## src/rtl/irnf_pkg.sv

```systemverilog
// Shared types and constants for the nearest-neighbor rotation fetch unit.
// Used by the front, queue, back and top-level modules; depends on nothing.
package irnf_pkg;

  // Frame geometry
  localparam int MAX_ROWS  = 512;
  localparam int MAX_COLS  = 512;
  localparam int ROW_W     = $clog2(MAX_ROWS);
  localparam int COL_W     = $clog2(MAX_COLS);
  localparam int ADDR_W    = ROW_W + COL_W;
  localparam int MEM_DEPTH = MAX_ROWS * MAX_COLS;

  // Register and pixel widths
  localparam int DIM_W  = 10;
  localparam int TRIG_W = 18;
  localparam int CH_W   = 8;
  localparam int PIX_W  = 3 * CH_W;

  // Rotation arithmetic
  localparam int TRIG_FRAC_BITS = 16;
  localparam int OFF_W  = DIM_W + 1;
  localparam int PROD_W = TRIG_W + OFF_W;
  localparam int SUM_W  = PROD_W + 1;
  localparam int SRC_W  = SUM_W - TRIG_FRAC_BITS + 1;

  // Queue between the front and back
  localparam int QDEPTH = 8;
  localparam int QPTR_W = $clog2(QDEPTH);
  localparam int QLVL_W = $clog2(QDEPTH + 1);

  // Configuration register indexes
  localparam int CFG_IDX_W  = 2;
  localparam int CFG_DATA_W = TRIG_W;
  localparam logic [CFG_IDX_W-1:0] REG_ROWS = 2'd0;
  localparam logic [CFG_IDX_W-1:0] REG_COLS = 2'd1;
  localparam logic [CFG_IDX_W-1:0] REG_COS  = 2'd2;
  localparam logic [CFG_IDX_W-1:0] REG_SIN  = 2'd3;

  // Register reset values
  localparam logic [DIM_W-1:0]         ROWS_RESET = DIM_W'(MAX_ROWS);
  localparam logic [DIM_W-1:0]         COLS_RESET = DIM_W'(MAX_COLS);
  localparam logic signed [TRIG_W-1:0] COS_RESET  = TRIG_W'(65536);
  localparam logic signed [TRIG_W-1:0] SIN_RESET  = TRIG_W'(0);

  // Operation codes
  localparam logic FUNC_STORE = 1'b0;
  localparam logic FUNC_FETCH = 1'b1;

  // One classified operation waiting for the back end
  typedef struct packed {
    logic              func;
    logic              in_image;
    logic [ADDR_W-1:0] addr;
    logic [PIX_W-1:0]  pix;
  } irnf_entry_t;

endpackage

```

## src/rtl/irnf_queue.sv

```systemverilog
// Short FIFO of classified operations between the front and back ends.
// Flip-flop storage with a combinational head; uses irnf_pkg.
module irnf_queue (
  input  logic                         clk,
  input  logic                         rst,
  input  logic                         push,
  input  irnf_pkg::irnf_entry_t        push_entry,
  input  logic                         pop,
  output irnf_pkg::irnf_entry_t        head,
  output logic                         head_valid,
  output logic [irnf_pkg::QLVL_W-1:0]  level
);

  irnf_pkg::irnf_entry_t         slots [irnf_pkg::QDEPTH];
  logic [irnf_pkg::QPTR_W-1:0]   wr_ptr, rd_ptr;

  assign head       = slots[rd_ptr];
  assign head_valid = (level != '0);

  // Entry storage.
  always_ff @(posedge clk) begin
    if (push) begin
      slots[wr_ptr] <= push_entry;
    end
  end

  // Pointers and fill level.
  always_ff @(posedge clk) begin
    if (rst) begin
      wr_ptr <= '0;
      rd_ptr <= '0;
      level  <= '0;
    end else begin
      if (push) begin
        wr_ptr <= wr_ptr + 1'b1;
      end
      if (pop) begin
        rd_ptr <= rd_ptr + 1'b1;
      end
      level <= level + irnf_pkg::QLVL_W'(push) - irnf_pkg::QLVL_W'(pop);
    end
  end

  a_no_overflow: assert property (@(posedge clk) disable iff (rst)
    push |-> (level != irnf_pkg::QLVL_W'(irnf_pkg::QDEPTH)) || pop)
    else $error("queue: push into a full queue");

  a_no_underflow: assert property (@(posedge clk) disable iff (rst)
    pop |-> head_valid)
    else $error("queue: pop from an empty queue");

endmodule

```

## config.mk

```make
export PLATFORM = sky130hd
export DESIGN_NAME = irnf_queue
export DESIGN_NICKNAME = d
export VERILOG_FILES = /design/src/rtl/irnf_pkg.sv /design/src/rtl/irnf_queue.sv
export SDC_FILE = /design/constraint.sdc
export NUM_CORES = 1
export LEC_CHECK = 0
export CORE_MARGIN = 5
export CORE_UTILIZATION = 39
export CTS_CLUSTER_DIAMETER = 30
export DETAILED_ROUTE_END_ITERATION = 10
export DONT_BUFFER_PORTS = 1
export PLACE_DENSITY = 0.56
export SLEW_MARGIN = 20
export SYNTH_ARGS = -nofsm -noshare
export SYNTH_HDL_FRONTEND = slang
export SYNTH_SLANG_ARGS = --single-unit
export TNS_END_PERCENT = 30
```

## constraint.sdc

```tcl
create_clock -name clk -period 5.1 [get_ports clk]
set_clock_uncertainty 0.2 [all_clocks]
set_input_delay 1.02 -clock clk [delete_from_list [all_inputs] [get_ports clk]]
set_output_delay 1.02 -clock clk [all_outputs]
set_load 0.05 [all_outputs]
```

Yosys cells after proc, flatten, opt, wreduce, memory -nomap -nowiden

Memories as Yosys holds them, arrays and structs flattened. A register that Yosys moved wholly into a read port is not among the register bits.
Cells that the tools add are included.

Bits in writable memories: 352
Word-level logic and storage cells: 13
Memories: 1
Register bits: 10
Input port bits: 48

Mux-type cells: 4
Add/subtract/negate cells: 4
Reductions and logical operators: 1

Memory list:

| memory | depth | bits a word | read ports | clocked after Yosys merged registers in | write ports | line             | text |
|---|---|---|---|---|---|---|---|
| slots  | 8     | 44          | 1          | 1                                       | 1           | irnf_queue.sv:14 | `irnf_pkg::irnf_entry_t slots [irnf_pkg::QDEPTH];` |

Operator list:

| cell                                        | count |
|---|---|
| adder 3 x 1 -> 3 bit, second input constant | 2 |
| two-way mux 3 bit                           | 2 |
| adder 4 x 1 -> 4 bit                        | 1 |
| nonzero test 4 bit                          | 1 |
| subtractor 4 x 1 -> 4 bit                   | 1 |
| two-way mux 1 bit                           | 2 |

Longest topological paths before layout

Depth in word-level cells: 3
Mapped depth: 8
Mapped depth without buffers: 8

Worst setup path after synthesis

No wires, ideal clock.

Kind: input-to-reg
Start point: in push
End point: mem slots[0][0] in the netlist's numbering (enable)
Cell stages on the path: 2
Data required time: 4,400 ps
Setup slack: 259 ps
Arrival: 4,141 ps
Cell sequence: nand2b_1 > nor3_1

Word-level cells in the longest chain between the ends: 2

Ends and longest elaborated chain:

| element                                 | line             | text |
|---|---|---|
| from (decl)                             | irnf_queue.sv:6  | `input logic push,` |
| two-way mux 1 bit                       | irnf_queue.sv:22 | `if (push) begin` |
| two-way mux 1 bit (implied by the code) | irnf_queue.sv:23 | `slots[wr_ptr] <= push_entry;` |
| to (decl)                               | irnf_queue.sv:14 |  |

Every way passes these cells.

==> impl_metrics.env <==
export IMPL_syn_area_per_cell_um2=24.0
export IMPL_status="finished, final reports clean"
export IMPL_drt_initial_drc_count=367
export IMPL_synth_simple_area_share=0.00929
export IMPL_setup_violations_final=0
export IMPL_synth_edf_count=352
export IMPL_cts_buffers=80
export IMPL_row_count=69
export IMPL_route_detailed_drc=0
export IMPL_synth_ff_type="edfxtp_1"
export IMPL_worst_pin_slew_ns=0.932
export IMPL_postRouteAntennaNets=0
export IMPL_routabilityCongestion=0.675
export IMPL_via_per_inst=5.15
export IMPL_cts_tree="done"
export IMPL_synthXorXnorAreaFrac=0.00253
export IMPL_cts_max_level=3
export IMPL_cts_root_buf="clkbuf_16"
export IMPL_switching_power_mw=2.07
export IMPL_p_leak_nw=5.60
export IMPL_start_util=0.393
export IMPL_synth_seq_cells=365
export IMPL_cp_arrival_ns=2.87
export IMPL_cts_sinks=365
export IMPL_min_period_ns=4.09
export IMPL_nets=704
export IMPL_cp_max_fo=35
export IMPL_die_area_mm2=0.0394
export IMPL_synthMuxAreaShare=0.184
export IMPL_seqPwrFrac=0.372
export IMPL_maxSlewViolCount=0
export IMPL_fp_coreArea_mm2=0.0353
export IMPL_relSlewSlack=0.378
export IMPL_grtUsageTotal=0.151
export IMPL_synth_compound_area_share=0.00171
export IMPL_p_int_mw=7.28
export IMPL_worst_setup_path_end_kind="output pin"
export IMPL_fin_crit_sh=0.803
export IMPL_total_power_mw=9.34
export IMPL_power_density_mw_per_mm2=541
export IMPL_fmax_mhz=244
export IMPL_r2r_start="wr_ptr[0]"
export IMPL_yosysWarningCount=0
export IMPL_clkPwrFrac=0.564
export IMPL_synthAdderAreaFrac=0.00776
export IMPL_ir_drop_mv=0.355
export IMPL_hp_class="in2reg"
export IMPL_postSynthCellCount=577
export IMPL_finalSetupTns_ns=0
export IMPL_multi_input_area_mm2=0.00290
export IMPL_reg2regPathDepth=3
export IMPL_hold_viol=0
export IMPL_critPathLaunchType="register"
export IMPL_seq_area_frac_synth=0.781
export IMPL_dp_hpwl_mm=15.0
export IMPL_postSynthNetCount=633
export IMPL_areaGrowthSynthToFinish_pct=24.6
export IMPL_met1_length_mm=11.1
export IMPL_wl_per_cell_um=24.6
export IMPL_cts_hold_buf=0
export IMPL_first_pass_iters=4
export IMPL_die_x_um=199
export IMPL_nFillCells=2781
export IMPL_vias=6039
export IMPL_clk_pin_slew_ns=0.04
export IMPL_async_flop_share=0
export IMPL_portBuffers=0
export IMPL_ioPinCount=97
export IMPL_grt_pass1_wl_mm=43.3
export IMPL_synth_top_family_by_area="multiplexers"
export IMPL_die_height_um=199
export IMPL_switching_share=0.221
export IMPL_cts_buffer_depth=3
export IMPL_wl_met2_mm=15.0
export IMPL_ys_types=23
export IMPL_netlist_area_mm2=0.0139
export IMPL_ctsResizeCount=0
export IMPL_rsz0062_at_grt="false"
export IMPL_antennaDiodeCount=0
export IMPL_antenna_found_initial=0
export IMPL_worstHoldStart="rst"
export IMPL_max_cap_viol_count=0
export IMPL_highest_layer="met4"
export IMPL_grt_pass1_vias=7025
export IMPL_clk_latency_ns=0.57
export IMPL_drive_above_1_share=0.402
export IMPL_grt_start_max_net_pins=58
export IMPL_p_comb_frac=0.064
export IMPL_crit_required_ns=3.88
export IMPL_holdPathStages=1
export IMPL_post_cts_buffers=0
export IMPL_gr_total_overflow=0
export IMPL_routed_wl_mm=28.8
export IMPL_seqCellArea_mm2=0.0108
export IMPL_wl_met3_mm=1.98
export IMPL_critical_path_class="reg2out"
==> worst paths after layout <==
path | end | slack, ns
min reg2reg | register | 0.32
min | register | 0.30
max reg2reg | slots[3][17] | 2.61
max | head[35] | 1.01
==> worst max-delay path, stage by stage (launching register included) <==
cell and delay, ns:
dfxtp_4 0.85, buf_4 0.47, mux4_2 0.56, mux2_2 0.40
==> state kept, by name, indices dropped and copies added (netlist names), named ones only <==
register / flops
slots: 352
level: 4
rd_ptr: 3
wr_ptr: 3
==> metal layers <==
layer,track usage,vias up
li1,-,2601
met1,0.175,3204
met2,0.256,165
met3,0.0544,69
met4,0.0593,0
met5,0,-
==> stage by stage <==
stage	hold WS, ns	area, um^2	cells	util	worst slack [ns]
after floorplan	0.275	13900	577	-	0.259
after global placement	0.277	14500	1027	0.410	1.54
after detailed placement	0.311	14500	1027	0.410	1.49
after CTS	0.266	17300	1172	0.489	0.868
after global routing	0.266	17300	1172	0.489	0.760
final	0.303	17300	1172	0.489	1.01
==> Yosys cell counts, types with 3 or more instances <==
cell type	number	area share
buf_2	10	0.0036
xor2_1	3	0.0019
mux4_2	88	0.14
ha_1	7	0.0063
mux2_4	14	0.015
edfxtp_1	352	0.76
nand2_1	4	0.0011
buf_12	3	0.0043
inv_1	7	0.0019
a21oi_1	3	0.0011
dfxtp_1	13	0.019
clkbuf_1	12	0.0032
nand2b_1	5	0.0023
nor2_1	15	0.0041
mux2_2	30	0.024
==> power by group through the flow <==
stage          Clock [mW]  Combinational, mW  Sequential (mW)
5_1_grt              5.54              0.629             3.49
6_report             5.27              0.596             3.48
2_1_floorplan           0              0.550             3.49
3_3_place_gp            0              0.590             3.53
3_5_place_dp            0              0.606             3.53
4_1_cts              5.37              0.608             3.48
==> kinds of logic (layout without fill, tap and decap cells) <==
| logic type | count (synthesis) | in the layout |
|---|---|---|
| DFF | 365 | 365 |
| muxes | 134 | 134 |
| buffers and inverters | 33 | 167 |
| and+or+nand+nor | 29 | 29 |
| adders and majority gates | 8 | 8 |
| AOI/OAI and AO/OA | 4 | 4 |
| xor gates and xnor gates | 4 | 4 |
==> cells in the final DEF, fill, tap and decap left out, types with 2 or more instances in the layout <==
cell type   instances
clkinv_8            3
clkinv_2           14
mux4_2             88
nand2b_1            5
clkinv_4            6
nor2_4              6
buf_4              14
nor3_2              2
dfxtp_4             3
mux2i_1             2
ha_1                7
dfxtp_1            10
inv_1               7
nand2_1             4
edfxtp_1          352
clkinv_1           10
mux2_4             14
xor2_1              3
nor2_1              9
clkinvlp_4          3
clkbuf_16          82
clkbuf_1            8
nand3_1             2
bufinv_16          15
a21oi_1             3
inv_6               3
mux2_2             30
==> cell type report <==
type                       instances  share of cell area
clock inverter                    55              0.0421
inverter                           7             0.00152
clock buffer                      90               0.120
multi-input combinational        179               0.168
tap                              461              0.0334
sequential                       365               0.627
timing repair buffer              15             0.00724
No activity file was read; power rests on OpenSTA's default activity.
