[src/rtl/irnf_pkg.sv]
// Shared types and constants for the nearest-neighbor rotation fetch unit.
// Used by the front, queue, back and top-level modules; depends on nothing.
package irnf_pkg;

  // Frame geometry
  localparam int MAX_ROWS  = 512;
  localparam int MAX_COLS  = 512;
  localparam int ROW_W     = $clog2(MAX_ROWS);
  localparam int COL_W     = $clog2(MAX_COLS);
  localparam int ADDR_W    = ROW_W + COL_W;
  localparam int MEM_DEPTH = MAX_ROWS * MAX_COLS;

  // Register and pixel widths
  localparam int DIM_W  = 10;
  localparam int TRIG_W = 18;
  localparam int CH_W   = 8;
  localparam int PIX_W  = 3 * CH_W;

  // Rotation arithmetic
  localparam int TRIG_FRAC_BITS = 16;
  localparam int OFF_W  = DIM_W + 1;
  localparam int PROD_W = TRIG_W + OFF_W;
  localparam int SUM_W  = PROD_W + 1;
  localparam int SRC_W  = SUM_W - TRIG_FRAC_BITS + 1;

  // Queue between the front and back
  localparam int QDEPTH = 8;
  localparam int QPTR_W = $clog2(QDEPTH);
  localparam int QLVL_W = $clog2(QDEPTH + 1);

  // Configuration register indexes
  localparam int CFG_IDX_W  = 2;
  localparam int CFG_DATA_W = TRIG_W;
  localparam logic [CFG_IDX_W-1:0] REG_ROWS = 2'd0;
  localparam logic [CFG_IDX_W-1:0] REG_COLS = 2'd1;
  localparam logic [CFG_IDX_W-1:0] REG_COS  = 2'd2;
  localparam logic [CFG_IDX_W-1:0] REG_SIN  = 2'd3;

  // Register reset values
  localparam logic [DIM_W-1:0]         ROWS_RESET = DIM_W'(MAX_ROWS);
  localparam logic [DIM_W-1:0]         COLS_RESET = DIM_W'(MAX_COLS);
  localparam logic signed [TRIG_W-1:0] COS_RESET  = TRIG_W'(65536);
  localparam logic signed [TRIG_W-1:0] SIN_RESET  = TRIG_W'(0);

  // Operation codes
  localparam logic FUNC_STORE = 1'b0;
  localparam logic FUNC_FETCH = 1'b1;

  // One classified operation waiting for the back end
  typedef struct packed {
    logic              func;
    logic              in_image;
    logic [ADDR_W-1:0] addr;
    logic [PIX_W-1:0]  pix;
  } irnf_entry_t;

endpackage

[src/rtl/irnf_front.sv]
// Front end: accepts words, rotates fetch coordinates and classifies them.
// Four-stage pipeline feeding irnf_queue; uses irnf_pkg.
module irnf_front (
  input  logic                                   clk,
  input  logic                                   rst,
  input  logic                                   in_valid,
  output logic                                   in_ready,
  input  logic                                   func,
  input  logic [irnf_pkg::ROW_W-1:0]             row,
  input  logic [irnf_pkg::COL_W-1:0]             col,
  input  logic [irnf_pkg::CH_W-1:0]              pixel_blue,
  input  logic [irnf_pkg::CH_W-1:0]              pixel_green,
  input  logic [irnf_pkg::CH_W-1:0]              pixel_red,
  input  logic [irnf_pkg::DIM_W-1:0]             rows_in_use,
  input  logic [irnf_pkg::DIM_W-1:0]             cols_in_use,
  input  logic signed [irnf_pkg::TRIG_W-1:0]     cos_q,
  input  logic signed [irnf_pkg::TRIG_W-1:0]     sin_q,
  input  logic [irnf_pkg::QLVL_W-1:0]            q_level,
  output logic                                   push,
  output irnf_pkg::irnf_entry_t                  push_entry
);

  // Stage valids
  logic v1, v2, v3;

  // Stage 1: offsets from the center
  logic                                 func1, in1;
  logic [irnf_pkg::ROW_W-1:0]           row1;
  logic [irnf_pkg::COL_W-1:0]           col1;
  logic [irnf_pkg::PIX_W-1:0]           pix1;
  logic signed [irnf_pkg::OFF_W-1:0]    dr1, dc1;

  // Stage 2: products
  logic                                 func2, in2;
  logic [irnf_pkg::ROW_W-1:0]           row2;
  logic [irnf_pkg::COL_W-1:0]           col2;
  logic [irnf_pkg::PIX_W-1:0]           pix2;
  logic signed [irnf_pkg::PROD_W-1:0]   p_cr, p_sc, p_cc, p_sr;

  // Stage 3: product sums
  logic                                 func3, in3;
  logic [irnf_pkg::ROW_W-1:0]           row3;
  logic [irnf_pkg::COL_W-1:0]           col3;
  logic [irnf_pkg::PIX_W-1:0]           pix3;
  logic signed [irnf_pkg::SUM_W-1:0]    sum_r, sum_c;

  // Stage 4 combinational: truncate toward zero, re-center, range check
  logic                                 accept;
  logic [irnf_pkg::QLVL_W:0]            inflight;
  logic [irnf_pkg::DIM_W-1:0]           mr, mc;
  logic signed [irnf_pkg::OFF_W-1:0]    dr_next, dc_next;
  logic                                 in_next;
  logic                                 corr_r, corr_c;
  logic signed [irnf_pkg::SRC_W-1:0]    sr, sc;
  logic                                 src_ok;
  irnf_pkg::irnf_entry_t                entry_next;

  // Credit check: everything in flight must fit in the queue.
  assign inflight = (irnf_pkg::QLVL_W+1)'(v1) + (irnf_pkg::QLVL_W+1)'(v2)
                  + (irnf_pkg::QLVL_W+1)'(v3) + (irnf_pkg::QLVL_W+1)'(push);
  assign in_ready = ((irnf_pkg::QLVL_W+1)'(q_level) + inflight)
                    < (irnf_pkg::QLVL_W+1)'(irnf_pkg::QDEPTH);
  assign accept   = in_valid && in_ready;

  // Image center, halves truncated.
  assign mr = rows_in_use >> 1;
  assign mc = cols_in_use >> 1;

  assign dr_next = signed'(irnf_pkg::OFF_W'(row)) - signed'(irnf_pkg::OFF_W'(mr));
  assign dc_next = signed'(irnf_pkg::OFF_W'(col)) - signed'(irnf_pkg::OFF_W'(mc));
  assign in_next = (irnf_pkg::DIM_W'(row) < rows_in_use)
                && (irnf_pkg::DIM_W'(col) < cols_in_use);

  // A negative sum with a nonzero fraction rounds up by one toward zero.
  assign corr_r = sum_r[irnf_pkg::SUM_W-1] && (|sum_r[irnf_pkg::TRIG_FRAC_BITS-1:0]);
  assign corr_c = sum_c[irnf_pkg::SUM_W-1] && (|sum_c[irnf_pkg::TRIG_FRAC_BITS-1:0]);

  assign sr = irnf_pkg::SRC_W'(signed'(sum_r[irnf_pkg::SUM_W-1:irnf_pkg::TRIG_FRAC_BITS]))
            + signed'(irnf_pkg::SRC_W'(mr)) + signed'(irnf_pkg::SRC_W'(corr_r));
  assign sc = irnf_pkg::SRC_W'(signed'(sum_c[irnf_pkg::SUM_W-1:irnf_pkg::TRIG_FRAC_BITS]))
            + signed'(irnf_pkg::SRC_W'(mc)) + signed'(irnf_pkg::SRC_W'(corr_c));

  assign src_ok = !sr[irnf_pkg::SRC_W-1] && !sc[irnf_pkg::SRC_W-1]
               && (sr[irnf_pkg::SRC_W-2:0] < (irnf_pkg::SRC_W-1)'(rows_in_use))
               && (sc[irnf_pkg::SRC_W-2:0] < (irnf_pkg::SRC_W-1)'(cols_in_use));

  // Build the queue entry: stores keep their own address.
  always_comb begin
    entry_next.func = func3;
    entry_next.pix  = pix3;
    if (func3 == irnf_pkg::FUNC_STORE) begin
      entry_next.in_image = 1'b0;
      entry_next.addr     = {row3, col3};
    end else begin
      entry_next.in_image = in3 && src_ok;
      entry_next.addr     = {sr[irnf_pkg::ROW_W-1:0], sc[irnf_pkg::COL_W-1:0]};
    end
  end

  // Stage valids; the pipeline never stalls.
  always_ff @(posedge clk) begin
    if (rst) begin
      v1   <= 1'b0;
      v2   <= 1'b0;
      v3   <= 1'b0;
      push <= 1'b0;
    end else begin
      v1   <= accept;
      v2   <= v1;
      v3   <= v2;
      push <= v3;
    end
  end

  // Pipeline payload.
  always_ff @(posedge clk) begin
    func1 <= func;
    row1  <= row;
    col1  <= col;
    pix1  <= {pixel_red, pixel_green, pixel_blue};
    in1   <= in_next;
    dr1   <= dr_next;
    dc1   <= dc_next;

    func2 <= func1;
    row2  <= row1;
    col2  <= col1;
    pix2  <= pix1;
    in2   <= in1;
    p_cr  <= irnf_pkg::PROD_W'(cos_q) * irnf_pkg::PROD_W'(dr1);
    p_sc  <= irnf_pkg::PROD_W'(sin_q) * irnf_pkg::PROD_W'(dc1);
    p_cc  <= irnf_pkg::PROD_W'(cos_q) * irnf_pkg::PROD_W'(dc1);
    p_sr  <= irnf_pkg::PROD_W'(sin_q) * irnf_pkg::PROD_W'(dr1);

    func3 <= func2;
    row3  <= row2;
    col3  <= col2;
    pix3  <= pix2;
    in3   <= in2;
    sum_r <= irnf_pkg::SUM_W'(p_cr) + irnf_pkg::SUM_W'(p_sc);
    sum_c <= irnf_pkg::SUM_W'(p_cc) - irnf_pkg::SUM_W'(p_sr);

    push_entry <= entry_next;
  end

  // The queue must always have room for every word already in the pipeline.
  a_credit: assert property (@(posedge clk) disable iff (rst)
    ((irnf_pkg::QLVL_W+1)'(q_level) + inflight)
      <= (irnf_pkg::QLVL_W+1)'(irnf_pkg::QDEPTH))
    else $error("front: queue credit exceeded");

endmodule

[config.mk]
export PLATFORM = sky130hd
export DESIGN_NAME = irnf_front
export DESIGN_NICKNAME = d
export VERILOG_FILES = /design/src/rtl/irnf_pkg.sv /design/src/rtl/irnf_front.sv
export SDC_FILE = /design/constraint.sdc
export NUM_CORES = 2
export LEC_CHECK = 0
export ABC_CLOCK_PERIOD_IN_PS = 7300
export BUFFER_PORTS_ARGS = -buffer_cell sky130_fd_sc_hd__clkbuf_2
export CORE_ASPECT_RATIO = 0.6
export CORE_MARGIN = 4
export CORE_UTILIZATION = 40
export DETAILED_ROUTE_END_ITERATION = 8
export PLACE_DENSITY = 0.57
export REMOVE_ABC_BUFFERS = 1
export SLEW_MARGIN = 10
export SYNTH_ARGS = -nofsm -noshare
export SYNTH_HDL_FRONTEND = slang
export SYNTH_SLANG_ARGS = --single-unit
[constraint.sdc]
create_clock -name clk -period 7.3 [get_ports clk]
set_input_delay 0.73 -clock clk [delete_from_list [all_inputs] [get_ports clk]]
set_output_delay 0.73 -clock clk [all_outputs]
set_load 0.01 [all_outputs]
======== After elaboration in Yosys (flattened, before gate mapping) ========
Index checks and enable logic that the tools add are counted.
operators by class
  multiplexer cells ....................... 1
  reductions and logical operators ........ 12
  $add $sub $neg .......................... 12
  $mul .................................... 4
  $lt $le $gt $ge ......................... 5
operators by type and width
  cell                                                         count
  multiplier 18 x 10 -> 28 bit                                 4
  OR reduction 16 bit                                          2
  adder 14 x 10 -> 15 bit                                      2
  adder 15 x 2 -> 15 bit                                       2
  adder 28 x 28 -> 29 bit                                      1
  subtractor 28 x 28 -> 29 bit                                 1
  less-than comparator 14 x 10 -> 1 bit                        2
  less-than comparator 9 x 10 -> 1 bit                         2
  subtractor 9 x 9 -> 10 bit                                   2
  2-to-1 mux 18 bit                                            1
  logical AND 1 bit                                            8
  adder 4 x 4 -> 5 bit                                         1
  less-than comparator 5 x 4 -> 1 bit (second input constant)  1
  adder 3 x 1 -> 4 bit                                         1
  adder 2 x 1 -> 3 bit                                         1
  adder 1 x 1 -> 2 bit                                         1
  zero test 1 bit                                              2
word-level totals
  word-level logic and storage cells ...... 65
  output and inout port bits .............. 46
  input port bits ......................... 106
  register bits ........................... 372

======== Logic depth before layout (Yosys ltp) ========
  depth after elaboration ................. 8
  mapped depth ............................ 23
  mapped depth without buffers ............ 21

======== Worst setup path before layout ========
OpenSTA, ideal clock, no wires.
  path type ............................... input to register
  start ................................... input cos_q[7] (netlist name)
  end ..................................... register p_cc[26] (netlist name)
  buffers on the path ..................... 1
  arrival time ............................ 5.714 ns
  setup time .............................. 0.123 ns
  required time ........................... 7.177 ns
  path slack .............................. 1.463 ns
  stages on the path ...................... 21
  cells stage by stage .................... clkbuf_1 > nand2_1 > fa_1 > inv_1 > fa_1 > inv_1 > fa_1 > inv_1 > fa_1 > inv_1 > fa_1 > inv_1 > ha_1 > or3_1 > o211ai_1 > nand3b_1 > a221oi_2 > o31ai_2 > a2111oi_2 > o21ai_1 > xor2_1
on the way
  longest elaborated chain between the ends .. 1
RTL lines
  what                          RTL line           source
  from (decl)                   irnf_front.sv:16   input logic signed [irnf_pkg::TRIG_W-1:0] cos_q,
  multiplier 18 x 10 -> 28 bit  irnf_front.sv:132  p_cc <= irnf_pkg::PROD_W'(cos_q) * irnf_pkg::PROD_W'(dc1);
  to (signal assigned)          irnf_front.sv:132
  to (decl)                     irnf_front.sv:38   logic signed [irnf_pkg::PROD_W-1:0] p_cr, p_sc, p_cc, p_sr;
No other way between the ends.
A chain may end at the register's enable or synchronous reset.

======== Worst setup path after layout ========
  start ................................... register dr1[1] (netlist name)
  end ..................................... register p_cr[25] (netlist name)
on the way
  longest elaborated chain between the ends .. 1
RTL lines
  what                          RTL line           source
  from (decl)                   irnf_front.sv:31   logic signed [irnf_pkg::OFF_W-1:0] dr1, dc1;
  from (signal assigned)        irnf_front.sv:122  dr1 <= dr_next;
  multiplier 18 x 10 -> 28 bit  irnf_front.sv:130  p_cr <= irnf_pkg::PROD_W'(cos_q) * irnf_pkg::PROD_W'(dr1);
  to (signal assigned)          irnf_front.sv:130
  to (decl)                     irnf_front.sv:38
No other way between the ends.

==> flow_metrics.py <==
metrics = {
    "outcome": {
        "status": "finished, final reports clean",
    },
    "critical_path": {
        "path_class": "flip-flop to flip-flop",
        "rr_worst_depth": 20,
        "crit_slowest_cell": "dfxtp_2",
        "crit_top_cell": "fa_1",
        "crit_path_end": "p_cr[25]$_DFF_P_",
        "arrival_ns": 7.36,
        "critPathMaxStageDelay_ns": 0.96,
        "path_cells": "nand2_1 > fa_1 > fa_1 > inv_1 > fa_1 > fa_1 > inv_1 > fa_1 > inv_1 > ha_1 > nor2_1 > a21boi_0 > o211ai_1 > a211oi_1 > buf_4 > o41a_1 > o21bai_1 > a21oi_1 > a21oi_1 > xor2_1",
        "setup.worst_path.start_class": "flip-flop",
        "path_max_fanout": 31,
        "cp-end-kind": "flip-flop",
        "crit_start": "dr1[1]$_DFF_P_",
        "worstPathRequired_ns": 7.78,
        "reg2reg_slack_ns": 0.42,
        "regToRegEndpoint": "p_cr[25]$_DFF_P_",
        "rr_startpoint": "dr1[1]$_DFF_P_",
    },
    "logic_synthesis": {
        "async_flop_share_pct": 0,
        "synth_flop_cell": "dfxtp_1",
        "synth_area_sq_um": 38500,
        "ys_types": 71,
        "netlist_instances": 4114,
        "ys_seq_area_share_pct": 19.3,
        "yosys.area.top_type": "fa_1",
        "yosysWarningCount": 0,
        "synth-seq-cells": 370,
        "synth_edf_count": 0,
        "ys_top_cells_by_area": "fa_1, dfxtp_1, ha_1",
        "synth_area_per_cell_sq_um": 9.35,
        "synth.top_cell.area_share_pct": 32.7,
    },
    "clock_tree": {
        "cts_setup_buffers": 0,
        "clockBufferDepth": 3,
        "cts_max_level": 2,
        "clk_latency_ns": 0.60,
        "postCtsHoldBufs": 0,
        "root_buffer": "clkbuf_16",
        "ctsResizeCount": 0,
        "cts_tree": "done",
        "cts.clk_slew.worst_paths_ns": 0.06,
        "cts_buffers": 42,
        "cts.sinks": 370,
    },
    "placed_design": {
        "portBuffers": 151,
        "gp_congestion": 0.849,
        "hpwl_mm": 80.2,
        "place_ws_ns": 0.343,
        "placed_cell_area_sq_um": 40800,
    },
    "routing": {
        "via_per_inst": 4.90,
        "drc": 0,
        "drt-total-wl_mm": 99.3,
        "wire_per_inst_um": 18.0,
        "drtAntennaViolNets": 0,
        "first_pass_iters": 5,
        "first_iter_violations": 1835,
        "num_vias": 26974,
    },
    "cells_and_area": {
        "mostFrequentLayoutCells": "inv_1, fa_1, nand2_1",
        "final_common_cell": "inv_1",
        "final_nets": 5347,
        "fin_area_sq_um": 42200,
        "syn2layout_area_growth_pct": 9.73,
        "post-route-util_pct": 44.6,
        "drive_gt1_share_pct": 7.63,
    },
    "timing": {
        "finalMaxSlewViolations": 0,
        "max_slew_margin_pct": 20.8,
        "tightestPinTransition_ns": 1.18,
        "skew_ns": 0.0519,
        "finalSetupViolCount": 0,
        "layout_min_cycle_time_ns": 6.88,
        "setup_tns_ns": 0,
        "fin_crit_sh_pct": 94.2,
        "fmax_ghz": 0.145,
        "rsz0062_at_grt": "no",
        "worst_slack_ns": 0.424,
        "hold_viol": 0,
    },
    "grt": {
        "grt_start_max_net_pins": 37,
        "gr-total-overflow": 0,
        "grt_pass1_vias": 26836,
        "grt_pass1_wl_mm": 158,
        "antenna_found_initial": 8,
        "grt_usage_pct": 20.0,
    },
    "worst_hold_path": {
        "holdPathStages": 1,
        "hp-class": "primary input to flip-flop",
    },
    "flow_run": {
        "cap_violations": 0,
    },
    "die": {
        "dieArea_sq_um": 101000,
        "core.rowCount": 87,
        "ios": 152,
        "start_util_pct": 40.6,
        "core_area_sq_um": 94700,
        "die_w_um": 408,
        "die_height_um": 248,
    },
}
-- critical path, delay by kind of cell, from the launching register on --
| kind | cells | cell delay [ns] |
|---|---|---|
| and+or+nand+nor | 2 | 0.51 |
| xor gates and xnor gates | 1 | 0.16 |
| adders and majority gates | 6 | 2.73 |
| DFF | 1 | 0.96 |
| AOI/OAI and AO/OA | 7 | 2.05 |
| buffers and inverters | 4 | 0.32 |
-- worst min path at each step --
| stage | start | to |
|---|---|---|
| 2_1_floorplan | col1[0]$_DFF_P_ | col2[0]$_DFF_P_ |
| 3_3_place_gp | pix3[10]$_DFF_P_ | push_entry[10]$_DFF_P_ |
| 3_5_place_dp | col2[0]$_DFF_P_ | col3[0]$_DFF_P_ |
| 4_1_cts | pixel_green[5] | pix1[13]$_DFF_P_ |
| 5_1_grt | func | func1$_DFF_P_ |
| 6_report | pixel_green[5] | pix1[13]$_DFF_P_ |
-- final cells by class --
| cell class | instances | area [sq um] |
|---|---|---|
| Multi-Input combinational cell | 2724 | 27200 |
| Antenna cell | 2 | 5.00 |
| Clock inverter | 18 | 199 |
| Clock buffer | 60 | 1240 |
| Timing Repair Buffer | 215 | 1290 |
| Fill cell | 9269 | 52500 |
| Sequential cell | 370 | 7410 |
| Inverter | 873 | 3280 |
| Tap cell | 1246 | 1560 |
-- cells by family (layout without fill, tap and decap cells) --
kind of cell / after synthesis / after routing / synth area share, %
simple gates: 1042 / 1042 / 12.9
fa+ha+maj: 1015 / 1015 / 45.3
mux: 19 / 19 / 0.553
buf+inv: 1020 / 1166 / 9.95
compound gates: 459 / 459 / 7.79
xor+xnor: 189 / 189 / 4.30
other cells: 0 / 2 / 0
flops: 370 / 370 / 19.3
-- flip-flops by register name (all words and copies together), names as in the netlist, 9 cells and up --
signal	cells
push_entry	44
sum_c	29
sum_r	29
p_cc	28
p_cr	28
p_sc	28
p_sr	28
pix1	24
pix2	24
pix3	24
dc1	10
dr1	10
col1	9
col2	9
col3	9
row1	9
row2	9
row3	9
-- through the flow --
step                hold WS [ns]  instances
floorplan                  0.310       3967
global placement           0.310       5428
detailed placement         0.312       5428
CTS                        0.207       5506
global route               0.216       5507
finish                     0.245       5508
-- synthesized netlist by cell type, types with 12 or more instances --
cell type / count
nor2b_1: 31
mux2_2: 18
o21a_1: 29
o21ai_0: 97
and2_1: 253
nand3_1: 34
xor2_1: 43
a21oi_1: 132
nor2_1: 143
nand2_1: 465
a21o_1: 70
dfxtp_1: 370
xnor2_1: 146
a211oi_1: 23
nor3_1: 27
nand2b_1: 38
and3_1: 12
o211ai_1: 13
o21bai_1: 20
fa_1: 629
clkbuf_1: 146
inv_1: 872
ha_1: 386
-- layer usage --
metal / vias to the layer above / part of all wire (%) / global-route usage (%)
met4: 2 / 1.7 / 3.69
met1: 13316 / 53 / 32.7
li1: 12781 / - / -
met3: 78 / 8.9 / 5.22
met5: - / 0.013 / 0
met2: 797 / 37 / 25.8
Power is not shown: default switching activity piles up to over one toggle a cycle in this logic, so the estimate is an artifact.
